[config.mk]
export PLATFORM = sky130hd
export DESIGN_NAME = drive_command_text_parser
export DESIGN_NICKNAME = d
export VERILOG_FILES = /design/src/dctp_pkg.sv /design/src/dctp_front.sv /design/src/dctp_fifo.sv /design/src/dctp_back.sv /design/src/drive_command_text_parser.sv
export SDC_FILE = /design/constraint.sdc
export NUM_CORES = 1
export LEC_CHECK = 0
export BUFFER_PORTS_ARGS = -buffer_cell sky130_fd_sc_hd__buf_2
export CAP_MARGIN = 20
export CORE_AREA = 2 2 205 207
export CTS_CLUSTER_SIZE = 8
export DETAILED_ROUTE_END_ITERATION = 7
export DIE_AREA = 0 0 207 209
export PLACE_DENSITY = 0.67
export REMOVE_ABC_BUFFERS = 1
export SETUP_SLACK_MARGIN = 0.05
export SYNTH_ARGS = -nofsm -noshare
export SYNTH_HDL_FRONTEND = slang
export SYNTH_HIERARCHICAL = 1
export SYNTH_SLANG_ARGS = --single-unit
[constraint.sdc]
create_clock -name clk_i -period 29.4 [get_ports clk_i]
set_input_delay 4.41 -clock clk_i [delete_from_list [all_inputs] [get_ports clk_i]]
set_output_delay 4.41 -clock clk_i [all_outputs]
set_load 0.03 [all_outputs]
[src/dctp_pkg.sv]
// ---------------------------------------------------------------------------
// dctp_pkg
// Types, constants and helpers for the drive command text parser.
// ---------------------------------------------------------------------------
package dctp_pkg;

  localparam int unsigned VALUE_BITS_DEF = 32;

  // Pattern "F:%d B:%d R:%d L:%d PX:%d PY:%d", position 31 marks its end
  localparam logic [4:0] PAT_END = 5'd31;
  // Pattern positions walked for one byte at most (number end, space, literal)
  localparam int unsigned STEP_MAX = 3;

  localparam logic [2:0] MIN_DRIVE = 3'd4;
  localparam logic [2:0] ALL_MATCH = 3'd6;
  localparam logic [2:0] CNT_MAX   = 3'd7;

  localparam logic [7:0] CH_NUL   = 8'h00;
  localparam logic [7:0] CH_SPACE = 8'h20;
  localparam logic [7:0] CH_PCT   = 8'h25;
  localparam logic [7:0] CH_PLUS  = 8'h2B;
  localparam logic [7:0] CH_MINUS = 8'h2D;
  localparam logic [7:0] CH_0     = 8'h30;
  localparam logic [7:0] CH_9     = 8'h39;
  localparam logic [7:0] CH_S     = 8'h53;
  localparam logic [7:0] CH_D     = 8'h64;

  localparam int unsigned FIFO_DEPTH = 2;
  localparam int unsigned FIFO_PTR_W = $clog2(FIFO_DEPTH);

  localparam int unsigned IN_TDATA_W  = 8;
  localparam int unsigned OUT_TDATA_W = 56;

  typedef enum logic [3:0] {
    CMD_NONE       = 4'd0,
    CMD_HALT       = 4'd1,
    CMD_FWD_LEFT   = 4'd2,
    CMD_FWD_RIGHT  = 4'd3,
    CMD_BACK_LEFT  = 4'd4,
    CMD_BACK_RIGHT = 4'd5,
    CMD_FWD        = 4'd6,
    CMD_BACK       = 4'd7,
    CMD_TURN_LEFT  = 4'd8,
    CMD_TURN_RIGHT = 4'd9
  } cmd_type_e;

  // Summary of one parsed drive value: enough to classify and report it
  typedef struct packed {
    logic       zero;
    logic       pos;
    logic [7:0] low;
  } drive_t;

  // One finished line, handed from the parser to the classifier
  typedef struct packed {
    logic            stop;
    logic [2:0]      matched;
    drive_t [3:0]    drive;   // F, B, R, L at index 0..3
    logic [1:0][7:0] pan;     // PX, PY at index 0..1
  } rec_t;

  // Result item, cmd_type in the lowest bits
  typedef struct packed {
    logic signed [7:0] pan_y;
    logic signed [7:0] pan_x;
    logic signed [7:0] left_speed;
    logic signed [7:0] right_speed;
    logic signed [7:0] backward_speed;
    logic signed [7:0] forward_speed;
    cmd_type_e         cmd_type;
  } res_t;

  localparam int unsigned RES_W = $bits(res_t);

  function automatic logic [7:0] pattern_char(input logic [4:0] pos);
    logic [7:0] ch;
    case (pos)
      5'd0:  ch = 8'h46;  // F
      5'd1:  ch = 8'h3A;  // :
      5'd2:  ch = CH_PCT;
      5'd3:  ch = CH_D;
      5'd4:  ch = CH_SPACE;
      5'd5:  ch = 8'h42;  // B
      5'd6:  ch = 8'h3A;
      5'd7:  ch = CH_PCT;
      5'd8:  ch = CH_D;
      5'd9:  ch = CH_SPACE;
      5'd10: ch = 8'h52;  // R
      5'd11: ch = 8'h3A;
      5'd12: ch = CH_PCT;
      5'd13: ch = CH_D;
      5'd14: ch = CH_SPACE;
      5'd15: ch = 8'h4C;  // L
      5'd16: ch = 8'h3A;
      5'd17: ch = CH_PCT;
      5'd18: ch = CH_D;
      5'd19: ch = CH_SPACE;
      5'd20: ch = 8'h50;  // P
      5'd21: ch = 8'h58;  // X
      5'd22: ch = 8'h3A;
      5'd23: ch = CH_PCT;
      5'd24: ch = CH_D;
      5'd25: ch = CH_SPACE;
      5'd26: ch = 8'h50;  // P
      5'd27: ch = 8'h59;  // Y
      5'd28: ch = 8'h3A;
      5'd29: ch = CH_PCT;
      5'd30: ch = CH_D;
      default: ch = CH_NUL;
    endcase
    return ch;
  endfunction

  function automatic logic is_space(input logic [7:0] c);
    return c inside {CH_SPACE, [8'h09:8'h0D]};
  endfunction

  function automatic logic is_digit(input logic [7:0] c);
    return c inside {[CH_0:CH_9]};
  endfunction

endpackage

[src/dctp_front.sv]
// ---------------------------------------------------------------------------
// dctp_front
// Byte parser: walks the command pattern one byte per cycle while the queue
// is not full, and pushes a line summary into the queue on the last byte.
// ---------------------------------------------------------------------------
module dctp_front #(
  parameter int unsigned VALUE_BITS = dctp_pkg::VALUE_BITS_DEF
) (
  input  logic           clk_i,
  input  logic           rst_ni,
  input  logic           in_valid_i,
  output logic           in_ready_o,
  input  logic [7:0]     char_code_i,
  input  logic           end_of_command_i,
  input  logic           full_i,
  output logic           push_o,
  output dctp_pkg::rec_t rec_o
);
  import dctp_pkg::*;

  logic [4:0]            pos_q;
  logic                  first_q, stop_q, halted_q, neg_q, digit_q;
  logic [VALUE_BITS-1:0] run_q, run_d;
  logic [2:0]            cnt_q, cnt_d;
  drive_t [3:0]          drive_q, drive_d;
  logic [1:0][7:0]       pan_q, pan_d;

  logic [4:0]            p;
  logic                  hl, ng, dg, take, fin, done, stp;
  logic [7:0]            pc;
  logic [VALUE_BITS-1:0] acc, mag;
  drive_t                summ;
  logic                  accept;

  assign in_ready_o = !full_i;
  assign accept     = in_valid_i && in_ready_o;
  assign push_o     = accept && end_of_command_i;

  // times ten plus digit, wraps at the value width
  assign acc = (run_q << 3) + (run_q << 1) + {{(VALUE_BITS-4){1'b0}}, char_code_i[3:0]};

  always_comb begin
    stp  = stop_q;
    hl   = halted_q;
    p    = pos_q;
    ng   = neg_q;
    dg   = digit_q;
    take = 1'b0;
    fin  = 1'b0;
    done = 1'b0;
    pc   = CH_NUL;
    if (first_q && char_code_i == CH_S) begin
      stp = 1'b1;
      hl  = 1'b1;
    end
    if (!hl && char_code_i != CH_NUL) begin
      for (int i = 0; i < STEP_MAX; i++) begin
        if (!done && !hl) begin
          if (p == PAT_END) begin
            hl   = 1'b1;
            done = 1'b1;
          end else begin
            pc = pattern_char(p);
            case (pc)
              CH_SPACE: begin
                if (is_space(char_code_i)) done = 1'b1;
                else p = p + 5'd1;
              end
              CH_PCT: begin
                if (is_space(char_code_i)) begin
                  done = 1'b1;
                end else begin
                  p = p + 5'd1;
                  if (char_code_i inside {CH_PLUS, CH_MINUS}) begin
                    ng   = (char_code_i == CH_MINUS);
                    done = 1'b1;
                  end
                end
              end
              CH_D: begin
                if (is_digit(char_code_i)) begin
                  take = 1'b1;
                  dg   = 1'b1;
                  done = 1'b1;
                end else if (!dg) begin
                  hl   = 1'b1;
                  done = 1'b1;
                end else begin
                  fin = 1'b1;
                  dg  = 1'b0;
                  ng  = 1'b0;
                  p   = p + 5'd1;
                end
              end
              default: begin
                if (char_code_i == pc) p = p + 5'd1;
                else hl = 1'b1;
                done = 1'b1;
              end
            endcase
          end
        end
      end
    end
    // zero byte or end of line: a number with digits is complete
    if (char_code_i == CH_NUL || end_of_command_i) begin
      if (!hl && p != PAT_END && pattern_char(p) == CH_D && dg) begin
        fin = 1'b1;
        dg  = 1'b0;
        ng  = 1'b0;
        p   = p + 5'd1;
      end
      hl = 1'b1;
    end
  end

  // Value being finished, sign taken from the number's own prefix
  always_comb begin
    mag       = take ? acc : run_q;
    summ.zero = (mag == '0);
    summ.pos  = neg_q ? (mag[VALUE_BITS-1] && (|mag[VALUE_BITS-2:0]))
                      : (!summ.zero && !mag[VALUE_BITS-1]);
    summ.low  = neg_q ? (~mag[7:0] + 8'd1) : mag[7:0];
  end

  always_comb begin
    drive_d = drive_q;
    pan_d   = pan_q;
    cnt_d   = cnt_q;
    run_d   = fin ? '0 : mag;
    if (fin) begin
      if (cnt_q < MIN_DRIVE) drive_d[cnt_q[1:0]] = summ;
      else if (cnt_q < ALL_MATCH) pan_d[cnt_q[0]] = summ.low;
      if (cnt_q != CNT_MAX) cnt_d = cnt_q + 3'd1;
    end
  end

  always_comb begin
    rec_o.stop    = stp;
    rec_o.matched = cnt_d;
    rec_o.drive   = drive_d;
    rec_o.pan     = pan_d;
  end

  always_ff @(posedge clk_i or negedge rst_ni) begin
    if (!rst_ni) begin
      pos_q    <= '0;
      first_q  <= 1'b1;
      stop_q   <= 1'b0;
      halted_q <= 1'b0;
      neg_q    <= 1'b0;
      digit_q  <= 1'b0;
      run_q    <= '0;
      cnt_q    <= '0;
      drive_q  <= '0;
      pan_q    <= '0;
    end else if (accept) begin
      if (end_of_command_i) begin
        pos_q    <= '0;
        first_q  <= 1'b1;
        stop_q   <= 1'b0;
        halted_q <= 1'b0;
        neg_q    <= 1'b0;
        digit_q  <= 1'b0;
        run_q    <= '0;
        cnt_q    <= '0;
        drive_q  <= '0;
        pan_q    <= '0;
      end else begin
        pos_q    <= p;
        first_q  <= 1'b0;
        stop_q   <= stp;
        halted_q <= hl;
        neg_q    <= ng;
        digit_q  <= dg;
        run_q    <= run_d;
        cnt_q    <= cnt_d;
        drive_q  <= drive_d;
        pan_q    <= pan_d;
      end
    end
  end

endmodule

[src/dctp_fifo.sv]
// ---------------------------------------------------------------------------
// dctp_fifo
// Short queue of finished line summaries between parser and classifier.
// ---------------------------------------------------------------------------
module dctp_fifo (
  input  logic           clk_i,
  input  logic           rst_ni,
  input  logic           push_i,
  input  dctp_pkg::rec_t data_i,
  output logic           full_o,
  input  logic           pop_i,
  output logic           valid_o,
  output dctp_pkg::rec_t data_o
);
  import dctp_pkg::*;

  localparam logic [FIFO_PTR_W-1:0] PTR_LAST = FIFO_PTR_W'(FIFO_DEPTH - 1);
  localparam logic [FIFO_PTR_W:0]   CNT_FULL = (FIFO_PTR_W + 1)'(FIFO_DEPTH);

  rec_t                  mem_q [FIFO_DEPTH];
  logic [FIFO_PTR_W-1:0] wr_ptr_q, rd_ptr_q;
  logic [FIFO_PTR_W:0]   count_q;
  logic                  do_push, do_pop;

  assign full_o  = (count_q == CNT_FULL);
  assign valid_o = (count_q != '0);
  assign data_o  = mem_q[rd_ptr_q];
  assign do_push = push_i && !full_o;
  assign do_pop  = pop_i && valid_o;

  always_ff @(posedge clk_i) begin
    if (do_push) mem_q[wr_ptr_q] <= data_i;
  end

  always_ff @(posedge clk_i or negedge rst_ni) begin
    if (!rst_ni) begin
      wr_ptr_q <= '0;
      rd_ptr_q <= '0;
      count_q  <= '0;
    end else begin
      if (do_push) wr_ptr_q <= (wr_ptr_q == PTR_LAST) ? '0 : wr_ptr_q + 1'b1;
      if (do_pop)  rd_ptr_q <= (rd_ptr_q == PTR_LAST) ? '0 : rd_ptr_q + 1'b1;
      if (do_push && !do_pop)      count_q <= count_q + 1'b1;
      else if (do_pop && !do_push) count_q <= count_q - 1'b1;
    end
  end

endmodule

[src/dctp_back.sv]
// ---------------------------------------------------------------------------
// dctp_back
// Classifier: picks the command type for a finished line and holds the
// result in the output register until it is taken.
// ---------------------------------------------------------------------------
module dctp_back (
  input  logic           clk_i,
  input  logic           rst_ni,
  input  logic           rec_valid_i,
  input  dctp_pkg::rec_t rec_i,
  output logic           pop_o,
  output logic           out_valid_o,
  input  logic           out_ready_i,
  output dctp_pkg::res_t res_o
);
  import dctp_pkg::*;

  logic valid_q;
  res_t res_q, res_d;
  logic f_pos, b_pos, r_pos, l_pos, all_zero;

  assign pop_o       = rec_valid_i && (!valid_q || out_ready_i);
  assign out_valid_o = valid_q;
  assign res_o       = res_q;

  assign f_pos    = rec_i.drive[0].pos;
  assign b_pos    = rec_i.drive[1].pos;
  assign r_pos    = rec_i.drive[2].pos;
  assign l_pos    = rec_i.drive[3].pos;
  assign all_zero = rec_i.drive[0].zero && rec_i.drive[1].zero &&
                    rec_i.drive[2].zero && rec_i.drive[3].zero;

  always_comb begin
    res_d = '0;
    res_d.cmd_type = CMD_NONE;
    if (rec_i.stop) begin
      res_d.cmd_type = CMD_HALT;
    end else if (rec_i.matched >= MIN_DRIVE) begin
      res_d.forward_speed  = rec_i.drive[0].low;
      res_d.backward_speed = rec_i.drive[1].low;
      res_d.right_speed    = rec_i.drive[2].low;
      res_d.left_speed     = rec_i.drive[3].low;
      if (rec_i.matched >= ALL_MATCH) begin
        res_d.pan_x = rec_i.pan[0];
        res_d.pan_y = rec_i.pan[1];
      end
      if (all_zero)            res_d.cmd_type = CMD_HALT;
      else if (f_pos && l_pos) res_d.cmd_type = CMD_FWD_LEFT;
      else if (f_pos && r_pos) res_d.cmd_type = CMD_FWD_RIGHT;
      else if (b_pos && l_pos) res_d.cmd_type = CMD_BACK_LEFT;
      else if (b_pos && r_pos) res_d.cmd_type = CMD_BACK_RIGHT;
      else if (f_pos)          res_d.cmd_type = CMD_FWD;
      else if (b_pos)          res_d.cmd_type = CMD_BACK;
      else if (l_pos)          res_d.cmd_type = CMD_TURN_LEFT;
      else if (r_pos)          res_d.cmd_type = CMD_TURN_RIGHT;
    end
  end

  always_ff @(posedge clk_i or negedge rst_ni) begin
    if (!rst_ni) begin
      valid_q <= 1'b0;
    end else if (pop_o) begin
      valid_q <= 1'b1;
    end else if (out_ready_i) begin
      valid_q <= 1'b0;
    end
  end

  always_ff @(posedge clk_i) begin
    if (pop_o) res_q <= res_d;
  end

endmodule

[src/drive_command_text_parser.sv]
// ---------------------------------------------------------------------------
// drive_command_text_parser
// Parses one ASCII drive command line per frame into a drive result.
// ---------------------------------------------------------------------------
// Usage:
//   Slave stream: one command byte per transaction in s_axis_tdata[7:0],
//   s_axis_tlast on the final byte of the line. Master stream: one result
//   transaction per line, fields packed in m_axis_tdata (see port list).
//   Throughput: one byte per cycle while s_axis_tready is high, including
//   back-to-back lines. The tlast transaction pushes the line summary into the
//   queue; m_axis_tvalid rises once the classifier registers its result.
//   The parser walks the pattern one byte a cycle while the queue has room; a
//   two-entry queue sits between it and the classifier's output register, so up
//   to three results may wait while m_axis_tready is low. s_axis_tready drops
//   only when the queue is full, with the output register holding a result.
//   Reset puts the parser at the start of a line and empties queue and
//   output register; no clearing pass is needed.
//   VALUE_BITS sets the wrap width of parsed numbers.
// ---------------------------------------------------------------------------
module drive_command_text_parser #(
  parameter int unsigned VALUE_BITS = dctp_pkg::VALUE_BITS_DEF
) (
  input  logic                                clk_i,
  input  logic                                rst_ni,
  input  logic                                s_axis_tvalid,
  output logic                                s_axis_tready,
  input  logic [dctp_pkg::IN_TDATA_W-1:0]     s_axis_tdata,  // [7:0] char_code
  input  logic                                s_axis_tlast,  // end_of_command
  output logic                                m_axis_tvalid,
  input  logic                                m_axis_tready,
  // [3:0] cmd_type, [11:4] forward_speed, [19:12] backward_speed,
  // [27:20] right_speed, [35:28] left_speed, [43:36] pan_x, [51:44] pan_y
  output logic [dctp_pkg::OUT_TDATA_W-1:0]    m_axis_tdata
);
  import dctp_pkg::*;

  logic full, push, rec_valid, pop;
  rec_t rec_in, rec_out;
  res_t res;

  dctp_front #(
    .VALUE_BITS(VALUE_BITS)
  ) u_front (
    .clk_i           (clk_i),
    .rst_ni          (rst_ni),
    .in_valid_i      (s_axis_tvalid),
    .in_ready_o      (s_axis_tready),
    .char_code_i     (s_axis_tdata[7:0]),
    .end_of_command_i(s_axis_tlast),
    .full_i          (full),
    .push_o          (push),
    .rec_o           (rec_in)
  );

  dctp_fifo u_fifo (
    .clk_i  (clk_i),
    .rst_ni (rst_ni),
    .push_i (push),
    .data_i (rec_in),
    .full_o (full),
    .pop_i  (pop),
    .valid_o(rec_valid),
    .data_o (rec_out)
  );

  dctp_back u_back (
    .clk_i      (clk_i),
    .rst_ni     (rst_ni),
    .rec_valid_i(rec_valid),
    .rec_i      (rec_out),
    .pop_o      (pop),
    .out_valid_o(m_axis_tvalid),
    .out_ready_i(m_axis_tready),
    .res_o      (res)
  );

  assign m_axis_tdata = {{(OUT_TDATA_W-RES_W){1'b0}}, res};

endmodule

* Word level (Yosys, flattened, before mapping) *
Memory sizes are Yosys's and may differ from the RTL's.
Cells that the tools add are included.
Widths: inputs -> output; s select.

storage, ports and cells
  register bits = 158
  latch bits = 0
  bits in writable memories = 120
  memory bits (read-only) = 896
  input bits = 13
  output and inout bits = 58
  logic and storage cells = 340
  memories = 5

memory list
  memory           words  bits a word  rd ports  clocked after Yosys merged registers in  wr ports  RTL line         text
  (no name shown)  32     7            1         0                                        0         dctp_pkg.sv:77   case (pos)
  (no name shown)  32     7            1         0                                        0         dctp_pkg.sv:77
  (no name shown)  32     7            1         0                                        0         dctp_pkg.sv:77
  (no name shown)  32     7            1         0                                        0         dctp_pkg.sv:77
  u_fifo.mem_q     2      60           1         0                                        1         dctp_fifo.sv:20  rec_t mem_q [FIFO_DEPTH];

operators by class
  $add $sub $neg = 12
  $mul = 0
  divide/modulo/power cells = 0
  $lt $le $gt $ge = 12
  equal/unequal tests = 23
  shift-type cells = 0
  multiplexer cells = 191
  bitwise logic cells = 3
  reduce and logical (&&, ||, !) cells = 58

operators with widths
  operator             number
  $mux 40              3
  $mux 5               24
  $mux 1               116
  $mux 32              3
  $mux 8               12
  $eq 8x6->1 const B   9
  $mux 16              4
  $bwmux 40            1
  $eq 8x7->1 const B   5
  $add 32x32->32       1
  $add 32x4->32        1
  $logic_not 32->1     1
  $reduce_or 31->1     1
  $pmux 5 s2           3
  $logic_and 1x1->1    27
  $eq 8x8->1           3
  $mux 3               7
  $add 5x1->5 const B  4
  $demux 10 s2         1
  $bwmux 16            1
  $eq 5x5->1 const B   3
  $logic_not 1->1      12
  $pmux 1 s2           6
  $mux 10              1
  32 further kinds     50

* Logic depth before layout (Yosys ltp) *
An unclocked memory read counts as a cell.

  word-level depth = 41
  depth in mapped cells = 52
  gate-level depth less buffers = 44

* Cells and area by module *
The synthesis kept the hierarchy.

by module, submodules not included
  module                     instances  cells each  area each (µm²)
  dctp_front                 1          1401        11359.6
  dctp_fifo                  1          206         4829.6
  dctp_back                  1          124         2045.7
  drive_command_text_parser  1          5           33.8

* Worst setup path after synthesis *
No wires, ideal clock.

  path type = input to register
  start = input s_axis_tdata[5] (netlist name)
  end = memory u_fifo/mem_q[0][44] (netlist name) (data pin)
  library setup time = 0.266 ns
  arrival time = 13.676 ns
  path slack = 15.458 ns
  stages on the path = 41
  path through = clkbuf_1 -> xnor2_1 -> o31ai_1 -> a2111o_1 -> a211oi_2 -> nand3_2 -> a21oi_4 -> xnor2_1 -> clkinv_1 -> ha_1 -> mux2_1 -> a211oi_1 -> nand2_1 -> xnor2_1 -> or3_4 -> or4_1 -> nand3_1 -> o21a_1 -> (+5 left out) -> a311oi_1 -> and2_1 -> buf_2 -> and3b_1 -> o31a_1 -> a211oi_2 -> xnor2_1 -> mux2i_2 -> inv_1 -> ha_1 -> mux2_1 -> o21ai_0 -> a211oi_1 -> o31a_1 -> buf_4 -> a32oi_1 -> buf_2 -> mux2_1

RTL lines
  item         RTL line                         text
  from (decl)  drive_command_text_parser.sv:27  input logic [dctp_pkg::IN_TDATA_W-1:0] s_axis_tdata,
  to (decl)    dctp_fifo.sv:20

==> reports/results.tsv <==
stage	metric	value	unit
setup_path	r2r_start	u_front/pos_q[1]$_DFFE_PN0P_	
sta	clock_skew	0.01931	ns
setup_path	timing.critical_path.max_delay_family	compound AO/OA/AOI/OAI gates	
setup_path	r2r_cells	35	
sta	report.final.hold_viol_count	0	
floorplanning	die_width	207	um
place	gp_congestion	0.9546	
global_route	pin_count_of_the_biggest_net_entering_global_routing	78	
floorplanning	core-area	41290	um2
setup_path	timing.critical_path.slowest_stage_cell	nor3_1	
clock_tree	cts.htree.levels	2	
sta	part_of_the_cycle_the_worst_path_needs	54.68	%
setup_path	crit_start	s_axis_tdata[7]	
clock_tree	cts_tree	built	
global_route	grt_pass1_wl	71820	um
place	detailed_place_hpwl	30040	um
clock_tree	worstSkewPairLatency	0.52	ns
setup_path	worstSetupStartpointType	input port	
floorplanning	floorplan.io_pins	71	
run_status	status	finished, final reports clean	
min_path	worstHoldPathCells	1	
synth	yosys_warnings	6	
power	clockPowerShare	28.7	%
final_layout	final_layout_size_suffix_gt1_share	15.12	%
power	power.share.sequential	35.2	%
clock_tree	cts-buffers-inserted	40	
sta	worstMarginPinSlew	1.074	ns
setup_path	worstPathBufferInverterCount	5	
route	avgRoutedWirePerCell	18.80	um
floorplanning	dieHeight	209	um
clock_tree	cts_hold_repair.buffers	0	
setup_path	timing_worst_setup_path_type	input port to flip-flop	
synth	mean_syn_cell_area	10.50	um2
final_layout	final_nets	1884	
final_layout	antenna-diode-count	0	
sta	layout_min_cycle_time	16.08	ns
sta	report.final.setup_viol	0	
floorplanning	floorplan.initialDensity	44.04	%
power	total_switching_power	0.5424	mW
final_layout	syn_to_final_growth	10.27	%
global_route	number_of_global_route_vias_before_repair	13710	
clock_tree	cts.root.buffer_cell	clkbuf_16	
sta	setup-tns-final	0	ns
power	cellLeakagePower	8.345	nW
setup_path	timing.critical_path.to_type	flip-flop	
route	initialDrtViolationCount	1204	
route	avgViaCountPerCell	5.946	
min_path	worstHoldPathType	flip-flop to flip-flop	
setup_path	arrival	16.30	ns
floorplanning	num_rows	75	
setup_path	slowest_stage_delay_on_critical_path	0.87	ns
power	irDropWorstVdd	0.04311	mV
sta	max_clock_freq	62.20	MHz
power	share_comb_of_total_power	36.0	%
floorplanning	fp.dieArea	43260	um2
sta	grt_setup_unrepaired	false	
synth	post_synthesis_instance_total	1732	
power	powerDensity	75.09	nW/um2
power	fraction_of_power_spent_switching_nets	36.02	%
min_path	hold_path.startpoint	u_front/run_q[31]$_DFFE_PN0P_	
setup_path	cp.depth	34	
sta	hold_ws	0.4990	ns
setup_path	worst_ep_required_time	29.62	ns
clock_tree	worst_setup_hold_path_clk_slew	0.05	ns
power	power.internal	0.9633	mW
clock_tree	clkSinkCount	276	
clock_tree	number_of_buffers_inserted_by_post_cts_setup_repair	0	
route	antenna_violating_nets_post_route	0	
global_route	number_of_antenna_violations_at_the_first_check_in_global_routing	1	
clock_tree	post_cts_resized	0	
clock_tree	clock_path_buffers	3	
route	dr.pass1.iters	6	
sta	relSlewSlack	28.39	%
global_route	grt_remaining_overflow	0	
flow_run	timing.max_cap.violations	0	
setup_path	timing.critical_path.fanout_max	20	
route	num_vias	13900	
global_route	grt_util_all_layers	19.94	%
route	wirelength	43960	um
synth	area_of_the_mapped_netlist	18180	um2
place	port-buffer-count	66	
route	remaining_drc_errors	0	
sta	slew_violations	0	
==> flip-flops by register name, indices dropped and copies added, names as in the netlist <==
| name | cells |
|---|---|
| u_back/res_o | 52 |
| u_front/pos_q | 5 |
| u_fifo/mem_q | 118 |
| u_fifo/count_q | 2 |
| u_front/run_q | 32 |
| u_fifo/rd_ptr_q | 1 |
| u_front/digit_q | 1 |
| u_front/cnt_q | 3 |
| u_front/stop_q | 1 |
| u_back/out_valid_o | 1 |
| u_front/drive_q | 40 |
| u_front/halted_q | 1 |
| u_front/neg_q | 1 |
| u_fifo/wr_ptr_q | 1 |
| u_front/first_q | 1 |
| u_front/pan_q | 16 |
==> worst reg2reg max path, delay by kind of cell, from the launching register on <==
kind                     cells  cell delay (ns)
XOR/XNOR                     3             0.80
AO/OA/AOI/OAI               16             5.18
adder cells (fa/ha/maj)      3             1.24
multiplexers                 4             1.31
AND/OR/NAND/NOR              5             2.35
flip-flops                   1             0.84
buffers and inverters        4             1.29
==> worst paths after layout <==
check / slack, ns / endpoint
worst max-delay path: 13.32 / u_fifo/mem_q[0][40]$_DFFE_PP_
worst min-delay path: 0.50 / u_front/run_q[31]$_DFFE_PN0P_
worst max register to register: 16.08 / u_fifo/mem_q[0][40]$_DFFE_PP_
worst min register to register: 0.50 / u_front/run_q[31]$_DFFE_PN0P_
max in group asynchronous: 24.58 / u_front/first_q$_DFFE_PN1P_
min in group asynchronous: 3.83 / u_back/out_valid_o$_DFFE_PN0P_
==> final cells by class <==
cell class                      instances  area [um2]
Multi-Input combinational cell       1286        9617
Sequential cell                       276        7762
Fill cell                            3762       21240
Clock inverter                          2       46.29
Inverter                               80       300.3
Tap cell                              539       674.4
Clock buffer                           70        1156
Timing Repair Buffer                   85       495.5
==> power groups by stage <==
stage | Combinational, mW | Clock, mW | Sequential, mW
finish | 0.542 | 0.433 | 0.531
detailed placement | 0.537 | 0 | 0.538
global route | 0.585 | 0.458 | 0.537
CTS | 0.539 | 0.440 | 0.531
global placement | 0.530 | 0 | 0.534
floorplan | 0.331 | 0 | 0.610
==> layout by cell type, fill, tap and decap left out, types with 24 or more instances in the layout <==
master     count
mux2i_1       38
clkbuf_16     42
a21oi_1       50
dfrtp_1      104
o211ai_1      49
nand2_1      167
o21ai_1       39
inv_1         71
o21ai_0       64
clkbuf_1      28
edfxtp_1     170
nand3_1       76
nor2_1        76
xnor2_1       40
buf_2         65
and3_1        29
mux2_4        60
o22ai_1       24
ha_1         100
nor3_1        36
and2_1        39
==> routing by layer <==
metal | share of wire (%) | vias to the layer above | GRT usage [%]
li1 | - | 6579 | -
met1 | 42 | 6772 | 25.48
met2 | 50 | 460 | 34.87
met3 | 5.3 | 88 | 2.660
met4 | 2.8 | 2 | 6.650
met5 | 0.036 | - | 0
==> metrics by stage <==
stage          cells  total power [mW]  cell area, um2  setup slack, ns  utilization, %
6_report        2338             1.506           20050            13.32           48.56
5_1_grt         2338             1.579           20050            12.50           48.56
4_1_cts         2336             1.511           20020            13.61           48.48
3_5_place_dp    2264             1.075           18810            13.11           45.57
3_3_place_gp    2264             1.065           18810            13.63           45.57
2_1_floorplan   1642            0.9414           17630            14.34               -
Note: power is estimated with default switching activity, not from simulation.
